File: src/rtl/sha1_stream_hasher_core_defines.svh
// Assertion macros for the SHA-1 stream hasher.
`ifndef SHA1_STREAM_HASHER_CORE_DEFINES_SVH
`define SHA1_STREAM_HASHER_CORE_DEFINES_SVH

// same-cycle implication, checked outside reset
`define SHA1SH_ASSERT_NOW(lbl, ante, cons, msg) \
  lbl: assert property (@(posedge clk_i) disable iff (!rst_ni) (ante) |-> (cons)) \
    else $error(msg);

// next-cycle implication, checked outside reset
`define SHA1SH_ASSERT_NEXT(lbl, ante, cons, msg) \
  lbl: assert property (@(posedge clk_i) disable iff (!rst_ni) (ante) |=> (cons)) \
    else $error(msg);

`endif

File: src/rtl/sha1sh_pkg.sv
// Package: SHA-1 constants, register indexes and round helpers.
package sha1sh_pkg;

  localparam int unsigned NumWords = 5;
  localparam int unsigned SbcW     = 55;
  localparam int unsigned CfgIdxW  = 3;
  localparam int unsigned RndW     = 7;

  typedef logic [31:0] word_t;
  typedef logic [15:0][31:0] win_t;

  localparam logic [CfgIdxW-1:0] CFG_H0  = 3'd0;
  localparam logic [CfgIdxW-1:0] CFG_SBC = 3'd5;

  localparam word_t IV0 = 32'h6745_2301;
  localparam word_t IV1 = 32'hEFCD_AB89;
  localparam word_t IV2 = 32'h98BA_DCFE;
  localparam word_t IV3 = 32'h1032_5476;
  localparam word_t IV4 = 32'hC3D2_E1F0;

  localparam word_t K0 = 32'h5A82_7999;
  localparam word_t K1 = 32'h6ED9_EBA1;
  localparam word_t K2 = 32'h8F1B_BCDC;
  localparam word_t K3 = 32'hCA62_C1D6;

  localparam logic [7:0] PAD_BYTE = 8'h80;

  function automatic word_t rol(word_t x, int unsigned n);
    word_t r;
    r = (x << n) | (x >> (32 - n));
    return r;
  endfunction

  function automatic word_t round_f(logic [RndW-1:0] rnd, word_t b, word_t c, word_t d);
    word_t f;
    if (rnd < 7'd20) begin
      f = (b & c) | (~b & d);
    end else if (rnd < 7'd40) begin
      f = b ^ c ^ d;
    end else if (rnd < 7'd60) begin
      f = (b & c) | (b & d) | (c & d);
    end else begin
      f = b ^ c ^ d;
    end
    return f;
  endfunction

  function automatic word_t round_k(logic [RndW-1:0] rnd);
    word_t k;
    if (rnd < 7'd20) begin
      k = K0;
    end else if (rnd < 7'd40) begin
      k = K1;
    end else if (rnd < 7'd60) begin
      k = K2;
    end else begin
      k = K3;
    end
    return k;
  endfunction

endpackage

File: src/rtl/sha1_stream_hasher_core.sv
// SHA-1 stream hasher: byte intake, padding sequencer, one round per cycle, digest out.
//
// Channel   Dir  tdata                   tuser            tlast
// s_axis    in   [7:0] message_byte      [0] has_byte     end_of_message
// m_axis    out  [31:0] digest_word      [2:0] word_index last_word
// cfg       in   cfg_idx_i selects register, cfg_data_i[54:0] value, cfg_we_i writes
//
// The byte that fills a 64-byte block starts 80 rounds through the single round unit,
// followed by one chaining add; no byte is taken until they are done.
// The closing transfer adds padding bytes, one or two blocks and 5 digest transfers.
// s_axis_tready_o is high only while the core waits for input.
// Reset clears control state and loads the standard initial words into the configuration registers.
// A stalled m_axis holds the current digest word.
module sha1_stream_hasher_core (
  input  logic        clk_i,
  input  logic        rst_ni,
  input  logic        s_axis_tvalid_i,
  output logic        s_axis_tready_o,
  input  logic [7:0]  s_axis_tdata_i,   // [7:0] message_byte
  input  logic        s_axis_tuser_i,   // [0] has_byte
  input  logic        s_axis_tlast_i,
  output logic        m_axis_tvalid_o,
  input  logic        m_axis_tready_i,
  output logic [31:0] m_axis_tdata_o,   // [31:0] digest_word
  output logic [2:0]  m_axis_tuser_o,   // [2:0] word_index
  output logic        m_axis_tlast_o,
  input  logic        cfg_we_i,
  input  logic [sha1sh_pkg::CfgIdxW-1:0] cfg_idx_i,
  input  logic [sha1sh_pkg::SbcW-1:0]    cfg_data_i
);

  `include "sha1_stream_hasher_core_defines.svh"

  localparam logic [2:0] ST_IDLE  = 3'd0;
  localparam logic [2:0] ST_PAD   = 3'd1;
  localparam logic [2:0] ST_ROUND = 3'd2;
  localparam logic [2:0] ST_FINAL = 3'd3;
  localparam logic [2:0] ST_OUT   = 3'd4;

  localparam logic [5:0] POS_LEN  = 6'd56;
  localparam logic [5:0] POS_LAST = 6'd63;
  localparam logic [6:0] RND_LAST = 7'd79;
  localparam logic [2:0] IDX_LAST = 3'd4;

  logic [2:0] state_q, state_d, ret_q, ret_d;
  logic       in_msg_q, in_msg_d;
  logic       pad_first_q, pad_first_d;
  logic       len_mode_q, len_mode_d;
  logic [sha1sh_pkg::RndW-1:0] rnd_q, rnd_d;
  logic [2:0] oidx_q, oidx_d;
  logic [63:0] len_q, len_d, len_sh_q, len_sh_d, base_len;

  sha1sh_pkg::word_t cfg_h_q [sha1sh_pkg::NumWords];
  logic [sha1sh_pkg::SbcW-1:0] cfg_sbc_q;

  sha1sh_pkg::word_t chain_q [sha1sh_pkg::NumWords];
  sha1sh_pkg::word_t chain_d [sha1sh_pkg::NumWords];
  sha1sh_pkg::word_t work_q  [sha1sh_pkg::NumWords];
  sha1sh_pkg::word_t work_d  [sha1sh_pkg::NumWords];
  sha1sh_pkg::win_t  win_q, win_d;

  logic       push_en, push_len;
  logic [7:0] push_byte;
  logic [5:0] pos;
  sha1sh_pkg::word_t tmp, new_w;

  // configuration registers
  always_ff @(posedge clk_i or negedge rst_ni) begin
    if (!rst_ni) begin
      cfg_h_q[0] <= sha1sh_pkg::IV0;
      cfg_h_q[1] <= sha1sh_pkg::IV1;
      cfg_h_q[2] <= sha1sh_pkg::IV2;
      cfg_h_q[3] <= sha1sh_pkg::IV3;
      cfg_h_q[4] <= sha1sh_pkg::IV4;
      cfg_sbc_q  <= '0;
    end else if (cfg_we_i) begin
      if (cfg_idx_i < sha1sh_pkg::CFG_SBC) begin
        cfg_h_q[cfg_idx_i] <= cfg_data_i[31:0];
      end else if (cfg_idx_i == sha1sh_pkg::CFG_SBC) begin
        cfg_sbc_q <= cfg_data_i;
      end
    end
  end

  always_comb begin
    state_d     = state_q;
    ret_d       = ret_q;
    in_msg_d    = in_msg_q;
    pad_first_d = pad_first_q;
    len_mode_d  = len_mode_q;
    rnd_d       = rnd_q;
    oidx_d      = oidx_q;
    len_sh_d    = len_sh_q;
    chain_d     = chain_q;
    work_d      = work_q;
    win_d       = win_q;
    base_len    = len_q;
    push_en     = 1'b0;
    push_len    = 1'b0;
    push_byte   = '0;
    tmp         = '0;
    new_w       = '0;

    unique case (state_q)
      ST_IDLE: begin
        if (s_axis_tvalid_i) begin
          if (!in_msg_q) begin
            chain_d  = cfg_h_q;
            base_len = {cfg_sbc_q, 9'd0};
            in_msg_d = 1'b1;
          end
          push_en   = s_axis_tuser_i;
          push_byte = s_axis_tdata_i;
          if (s_axis_tlast_i) begin
            pad_first_d = 1'b1;
            len_mode_d  = 1'b0;
            len_sh_d    = base_len + (push_en ? 64'd8 : 64'd0);
            state_d     = ST_PAD;
          end
        end
      end
      ST_PAD: begin
        push_en = 1'b1;
        if (pad_first_q) begin
          push_byte   = sha1sh_pkg::PAD_BYTE;
          pad_first_d = 1'b0;
        end else if (len_mode_q || (len_q[8:3] == POS_LEN)) begin
          push_byte  = len_sh_q[63:56];
          len_sh_d   = len_sh_q << 8;
          len_mode_d = 1'b1;
          push_len   = 1'b1;
        end
      end
      ST_ROUND: begin
        tmp = sha1sh_pkg::rol(work_q[0], 5)
            + sha1sh_pkg::round_f(rnd_q, work_q[1], work_q[2], work_q[3])
            + work_q[4] + win_q[15] + sha1sh_pkg::round_k(rnd_q);
        new_w = sha1sh_pkg::rol(win_q[2] ^ win_q[7] ^ win_q[13] ^ win_q[15], 1);
        work_d[4] = work_q[3];
        work_d[3] = work_q[2];
        work_d[2] = sha1sh_pkg::rol(work_q[1], 30);
        work_d[1] = work_q[0];
        work_d[0] = tmp;
        win_d     = {win_q[14:0], new_w};
        rnd_d     = rnd_q + 7'd1;
        if (rnd_q == RND_LAST) begin
          state_d = ST_FINAL;
        end
      end
      ST_FINAL: begin
        for (int i = 0; i < sha1sh_pkg::NumWords; i++) begin
          chain_d[i] = chain_q[i] + work_q[i];
        end
        state_d = ret_q;
      end
      ST_OUT: begin
        if (m_axis_tready_i) begin
          if (oidx_q == IDX_LAST) begin
            oidx_d   = '0;
            in_msg_d = 1'b0;
            state_d  = ST_IDLE;
          end else begin
            oidx_d = oidx_q + 3'd1;
          end
        end
      end
      default: state_d = ST_IDLE;
    endcase

    // shared byte intake: shift into the window, advance the length, start a block
    pos   = base_len[8:3];
    len_d = base_len;
    if (push_en) begin
      win_d = {win_q[15][23:0], win_q[14:0], push_byte};
      len_d = base_len + 64'd8;
      if (pos == POS_LAST) begin
        work_d  = chain_q;
        rnd_d   = '0;
        ret_d   = push_len ? ST_OUT : state_d;
        state_d = ST_ROUND;
      end
    end
  end

  always_ff @(posedge clk_i or negedge rst_ni) begin
    if (!rst_ni) begin
      state_q     <= ST_IDLE;
      ret_q       <= ST_IDLE;
      in_msg_q    <= 1'b0;
      pad_first_q <= 1'b0;
      len_mode_q  <= 1'b0;
      rnd_q       <= '0;
      oidx_q      <= '0;
      len_q       <= '0;
    end else begin
      state_q     <= state_d;
      ret_q       <= ret_d;
      in_msg_q    <= in_msg_d;
      pad_first_q <= pad_first_d;
      len_mode_q  <= len_mode_d;
      rnd_q       <= rnd_d;
      oidx_q      <= oidx_d;
      len_q       <= len_d;
    end
  end

  always_ff @(posedge clk_i) begin
    len_sh_q <= len_sh_d;
    chain_q  <= chain_d;
    work_q   <= work_d;
    win_q    <= win_d;
  end

  assign s_axis_tready_o = (state_q == ST_IDLE);
  assign m_axis_tvalid_o = (state_q == ST_OUT);
  assign m_axis_tdata_o  = chain_q[oidx_q];
  assign m_axis_tuser_o  = oidx_q;
  assign m_axis_tlast_o  = (oidx_q == IDX_LAST);

  `SHA1SH_ASSERT_NOW(a_no_overlap, s_axis_tready_o, !m_axis_tvalid_o, "input and output overlap")
  `SHA1SH_ASSERT_NOW(a_round_range, state_q == ST_ROUND, rnd_q <= RND_LAST, "round count out of range")
  `SHA1SH_ASSERT_NOW(a_block_aligned, (state_q == ST_ROUND) && (rnd_q == '0), len_q[8:3] == '0,
                     "block started off a block boundary")
  `SHA1SH_ASSERT_NEXT(a_back_to_idle, m_axis_tvalid_o && m_axis_tready_i && m_axis_tlast_o,
                      s_axis_tready_o && !in_msg_q, "core not idle after digest")

endmodule
File: config.mk
export PLATFORM = sky130hd
export DESIGN_NAME = sha1_stream_hasher_core
export DESIGN_NICKNAME = d
export VERILOG_FILES = /design/src/rtl/sha1sh_pkg.sv /design/src/rtl/sha1_stream_hasher_core.sv
export VERILOG_INCLUDE_DIRS = /design/src /design/src/rtl
export SDC_FILE = /design/constraint.sdc
export NUM_CORES = 2
export LEC_CHECK = 0
export ABC_AREA = 1
export BUFFER_PORTS_ARGS = -buffer_cell sky130_fd_sc_hd__buf_4
export CAP_MARGIN = 20
export CORE_ASPECT_RATIO = 1.2
export CORE_MARGIN = 3
export CORE_UTILIZATION = 50
export CTS_CLUSTER_DIAMETER = 50
export DETAILED_ROUTE_END_ITERATION = 16
export MAX_ROUTING_LAYER = met4
export PLACE_DENSITY = 0.66
export SETUP_SLACK_MARGIN = 0.2
export SLEW_MARGIN = 10
export SYNTH_ARGS = -nofsm -noshare
export SYNTH_HDL_FRONTEND = slang
export SYNTH_SLANG_ARGS = --single-unit
File: constraint.sdc
create_clock -name clk_i -period 20 [get_ports clk_i]
set_clock_uncertainty 0.15 [all_clocks]
set_input_delay 1 -clock clk_i [delete_from_list [all_inputs] [get_ports clk_i]]
set_output_delay 1 -clock clk_i [all_outputs]
set_load 0.005 [all_outputs]
==> impl_table.tex <==
\begin{tabular}{lr}
\hline
Metric & Value \\
\hline
\multicolumn{2}{l}{\textbf{Status}} \\
Result of the run & finished clean \\
\multicolumn{2}{l}{\textbf{Timing}} \\
Unrepaired setup endpoints after global routing & no \\
Final worst path period share & 30.8\% \\
Count of final setup violators & 0 \\
Clock period minus final worst setup slack & 6.16 ns \\
Setup WS post-layout & 13.84 ns \\
Slew Limit Headroom & a little under a fifth \\
Max-slew violations & 0 \\
Highest clock rate & 162 MHz \\
Final hold slack & 0.0648 ns \\
Transition at the pin with the smallest max-transition slack & 1.22 ns \\
Setup total negative slack & 0 ns \\
Hold Violations, Final & 0 \\
\multicolumn{2}{l}{\textbf{Routing}} \\
Post-detailed-route DRC marker count & 0 \\
DR WL/cell & $\sim$26 um \\
Count of antenna-violating nets left after detailed routing & 0 \\
Vias/cell & roughly 5.8 \\
Iter 0 DRT Violations & 6,562 \\
First drt pass iteration count & 8 \\
Total via count after detailed routing & 63,500 \\
Post-detailed-routing wire length & 282 mm \\
\multicolumn{2}{l}{\textbf{Floorplanning}} \\
Starting utilization of the core area & 50.4\% \\
Die boundary width & 351 um \\
Die span in y & 420 um \\
Std-Cell Rows & 151 \\
Total die area & 0.147 mm\^{}2 \\
Area inside the core boundary & 0.142 mm\^{}2 \\
Num ports & 111 \\
\multicolumn{2}{l}{\textbf{Power}} \\
Post-layout total power & 5.79 mW \\
Worst IR drop on VDD & between 0.09 and 0.1 mV \\
Standby leakage power & 36.3 nW \\
Total power density per cell area & around 73 mW/mm\^{}2 \\
\multicolumn{2}{l}{\textbf{CTS}} \\
Count of clock tree sinks & $\sim$1,200 \\
Number of hold buffers added after cts & 0 \\
Count of H-tree levels built during CTS & 4 \\
Root Driver & sky130\_fd\_sc\_hd\_\_clkbuf\_16 \\
Number of buffers created by CTS & 148 \\
Later-pin clock latency in the skew report & between 0.8 and 0.9 ns \\
CTS tree & built \\
Clock transition at path regs & roughly 0.060 ns \\
Deepest clock path buffer count & 3 \\
Postcts setup bufs & 0 \\
Resized cells post-CTS & 0 \\
\multicolumn{2}{l}{\textbf{Finish}} \\
Signed area change from the synthesized netlist to the final layout & 10.6\% \\
Fraction of layout instances using a drive strength above 1 & 6.86\% \\
Final Net Count & 9,431 \\
Commonest non-fill, non-tap cell in the layout & sky130\_fd\_sc\_hd\_\_nand2\_1 \\
Final non-filler cell total & 11,000 \\
Most used cells in the layout excluding fill and tap cells & 3,289 x sky130\_fd\_sc\_hd\_\_nand2\_1, 882 x sky130\_fd\_sc\_hd\_\_inv\_1, 736 x sky130\_fd\_sc\_hd\_\_edfxtp\_1 \\
\multicolumn{2}{l}{\textbf{Worst setup path}} \\
Critical path capture point type & register \\
Arrival time reported for the critical path endpoint & $\sim$6.7 ns \\
Critical path startpoint category & register \\
Setup CP Type & reg2reg \\
Maximum fanout count along the critical path & 20 \\
Worst EP required & 20.55 ns \\
\multicolumn{2}{l}{\textbf{Flow run}} \\
Maxcap violations & 0 \\
\multicolumn{2}{l}{\textbf{Yosys}} \\
Flops \& latches, synth & about 1,200 \\
Number of synthesized flops with an enable pin & 736 \\
Average cell area after synthesis & just under 8 um\^{}2 \\
Sequential area share after synthesis & 46.0\% \\
Async set-or-reset flop fraction in the synthesized netlist & 25.0\% \\
Post-synthesis instance total & about 9,000 \\
Most instantiated flip-flop cell in the synthesis netlist & sky130\_fd\_sc\_hd\_\_edfxtp\_1 \\
Number of warning messages in the yosys log & 0 \\
Fraction of post-synthesis cell area in the top cell type by area & 31.0\% \\
Area leader, netlist & sky130\_fd\_sc\_hd\_\_edfxtp\_1 \\
Biggest area contributors in the synthesized netlist & sky130\_fd\_sc\_hd\_\_edfxtp\_1 31\%, sky130\_fd\_sc\_hd\_\_nand2\_1 17\%, sky130\_fd\_sc\_hd\_\_dfrtp\_1 7.6\%, sky130\_fd\_sc\_hd\_\_o21ai\_0 4.9\%, sky130\_fd\_sc\_hd\_\_inv\_1 4.6\% \\
Post-Syn Area & 0.0714 mm\^{}2 \\
Post-synth cell types & 59 \\
Syn\_nets & approximately 9,400 \\
\multicolumn{2}{l}{\textbf{Place}} \\
Post-placement worst setup slack & 13.89 ns \\
Final weighted congestion in routability-driven placement & approximately 1.1 \\
Number of cells after detailed placement & 10,700 \\
Port Buffer Count & 110 \\
Detailed-placement wirelength estimate & 213 mm \\
\multicolumn{2}{l}{\textbf{Global routing}} \\
Total overflow reported by the global router & 0 \\
Via count of the first global-routing pass & 60,700 \\
All-layer global routing usage & 39.1\% \\
Global-route wire length before repair & 406 mm \\
Number of antenna violations at the first check in global routing & 26 \\
Pin count of the biggest net entering global routing & around 220 \\
\multicolumn{2}{l}{\textbf{Hold path}} \\
Class of the tightest hold or removal check & in2async \\
\hline
\end{tabular}
-- path summary, 6_finish.rpt --
check	slack, ns	start	endpoint	cells after the start
min in group clk_i	0.28	cfg_data_i[54]	cfg_sbc_q[54]	2
worst max register to register	13.84	rnd_q[5]	work_q[155]	22
worst max-delay path	13.84	rnd_q[5]	work_q[155]	22
worst min register to register	0.33	cfg_h_q[138]	cfg_h_q[138]	2
max in group asynchronous	17.57	rst_ni	cfg_sbc_q[40]	3
worst min-delay path	0.06	rst_ni	cfg_h_q[82]	1
-- flip-flops by register name (all words and copies together) (netlist names) --
| register | count |
|---|---|
| cfg_h_q | 160 |
| len_q | 64 |
| len_mode_q | 1 |
| pad_first_q | 1 |
| rnd_q | 7 |
| cfg_sbc_q | 55 |
| state_q | 3 |
| work_q | 160 |
| len_sh_q | 64 |
| ret_q | 3 |
| chain_q | 160 |
| win_q | 512 |
| m_axis_tuser_o | 3 |
| in_msg_q | 1 |
-- final cells by class --
type	count	area (um^2)
fillers	13300	62600
multi-input cells	6598	33700
flip-flops and latches	1194	32900
clock buffers	190	4020
inverters	901	3410
well taps	1836	2300
repair buffers	191	1530
clock inverters	78	1030
diodes	23	57.6
-- cell families after synthesis --
| kind of cell | Yosys count | synth area share (%) |
|---|---|---|
| AOI/OAI and AO/OA | 1466 | 11.4 |
| DFF | 1194 | 46.0 |
| adders and majority gates | 324 | 6.99 |
| xor gates and xnor gates | 247 | 3.03 |
| and+or+nand+nor | 4556 | 25.6 |
| muxes | 5 | 0.0789 |
| buffers and inverters | 1245 | 6.84 |
-- metrics by stage --
stage	util [%]	instance area, um^2
after floorplan	-	71400
after global placement	52.1	73700
after detailed placement	52.1	73700
after CTS	55.7	78800
after global routing	55.8	78900
final	55.8	78900
-- worst max-delay path: stages, from the launching register on --
cell,delay [ns]
sky130_fd_sc_hd__dfrtp_1,0.42
sky130_fd_sc_hd__o21ai_0,0.11
sky130_fd_sc_hd__nand2_1,0.37
sky130_fd_sc_hd__nand2_1,0.14
sky130_fd_sc_hd__nand2_1,0.17
sky130_fd_sc_hd__buf_4,0.23
sky130_fd_sc_hd__clkinv_1,0.66
sky130_fd_sc_hd__a221oi_1,0.56
sky130_fd_sc_hd__fa_1,0.52
sky130_fd_sc_hd__fa_1,0.47
sky130_fd_sc_hd__inv_1,0.07
sky130_fd_sc_hd__ha_1,0.18
sky130_fd_sc_hd__inv_1,0.06
sky130_fd_sc_hd__fa_1,0.41
sky130_fd_sc_hd__nand3b_1,0.18
sky130_fd_sc_hd__nand2_1,0.21
sky130_fd_sc_hd__a21oi_1,0.12
sky130_fd_sc_hd__o21ai_0,0.46
sky130_fd_sc_hd__nand2_1,0.23
sky130_fd_sc_hd__nand4_1,0.13
sky130_fd_sc_hd__nand3_1,0.08
sky130_fd_sc_hd__nand2_1,0.09
sky130_fd_sc_hd__nand2_1,0.04
-- per-layer routing --
layer	GRT usage, %	up-vias	part of all wire, %
li1	-	29600	-
met1	44.9	30300	38
met2	60.9	2754	46
met3	6.48	892	6.4
met4	31.0	0	9.9
met5	-	-	0
-- report_power, final --
group	total [mW]	switching, mW	leakage [nW]	internal [mW]
clock	2.79	1.16	2.44	1.63
combinational	0.229	0.158	21.9	0.0716
sequential	2.77	0.0508	11.9	2.72
total	5.79	1.37	36.3	4.42
-- cells in the mapped netlist, types with 80 or more instances --
master / instances
sky130_fd_sc_hd__a21oi_1: 317
sky130_fd_sc_hd__a31oi_1: 135
sky130_fd_sc_hd__clkbuf_1: 247
sky130_fd_sc_hd__dfrtp_1: 218
sky130_fd_sc_hd__dfstp_2: 80
sky130_fd_sc_hd__dfxtp_1: 160
sky130_fd_sc_hd__edfxtp_1: 736
sky130_fd_sc_hd__fa_1: 125
sky130_fd_sc_hd__ha_1: 199
sky130_fd_sc_hd__inv_1: 884
sky130_fd_sc_hd__nand2_1: 3299
sky130_fd_sc_hd__nand3_1: 332
sky130_fd_sc_hd__nand4_1: 95
sky130_fd_sc_hd__nor2_1: 646
sky130_fd_sc_hd__o21ai_0: 701
sky130_fd_sc_hd__xnor2_1: 169
Power figures use the tool's default switching activity.
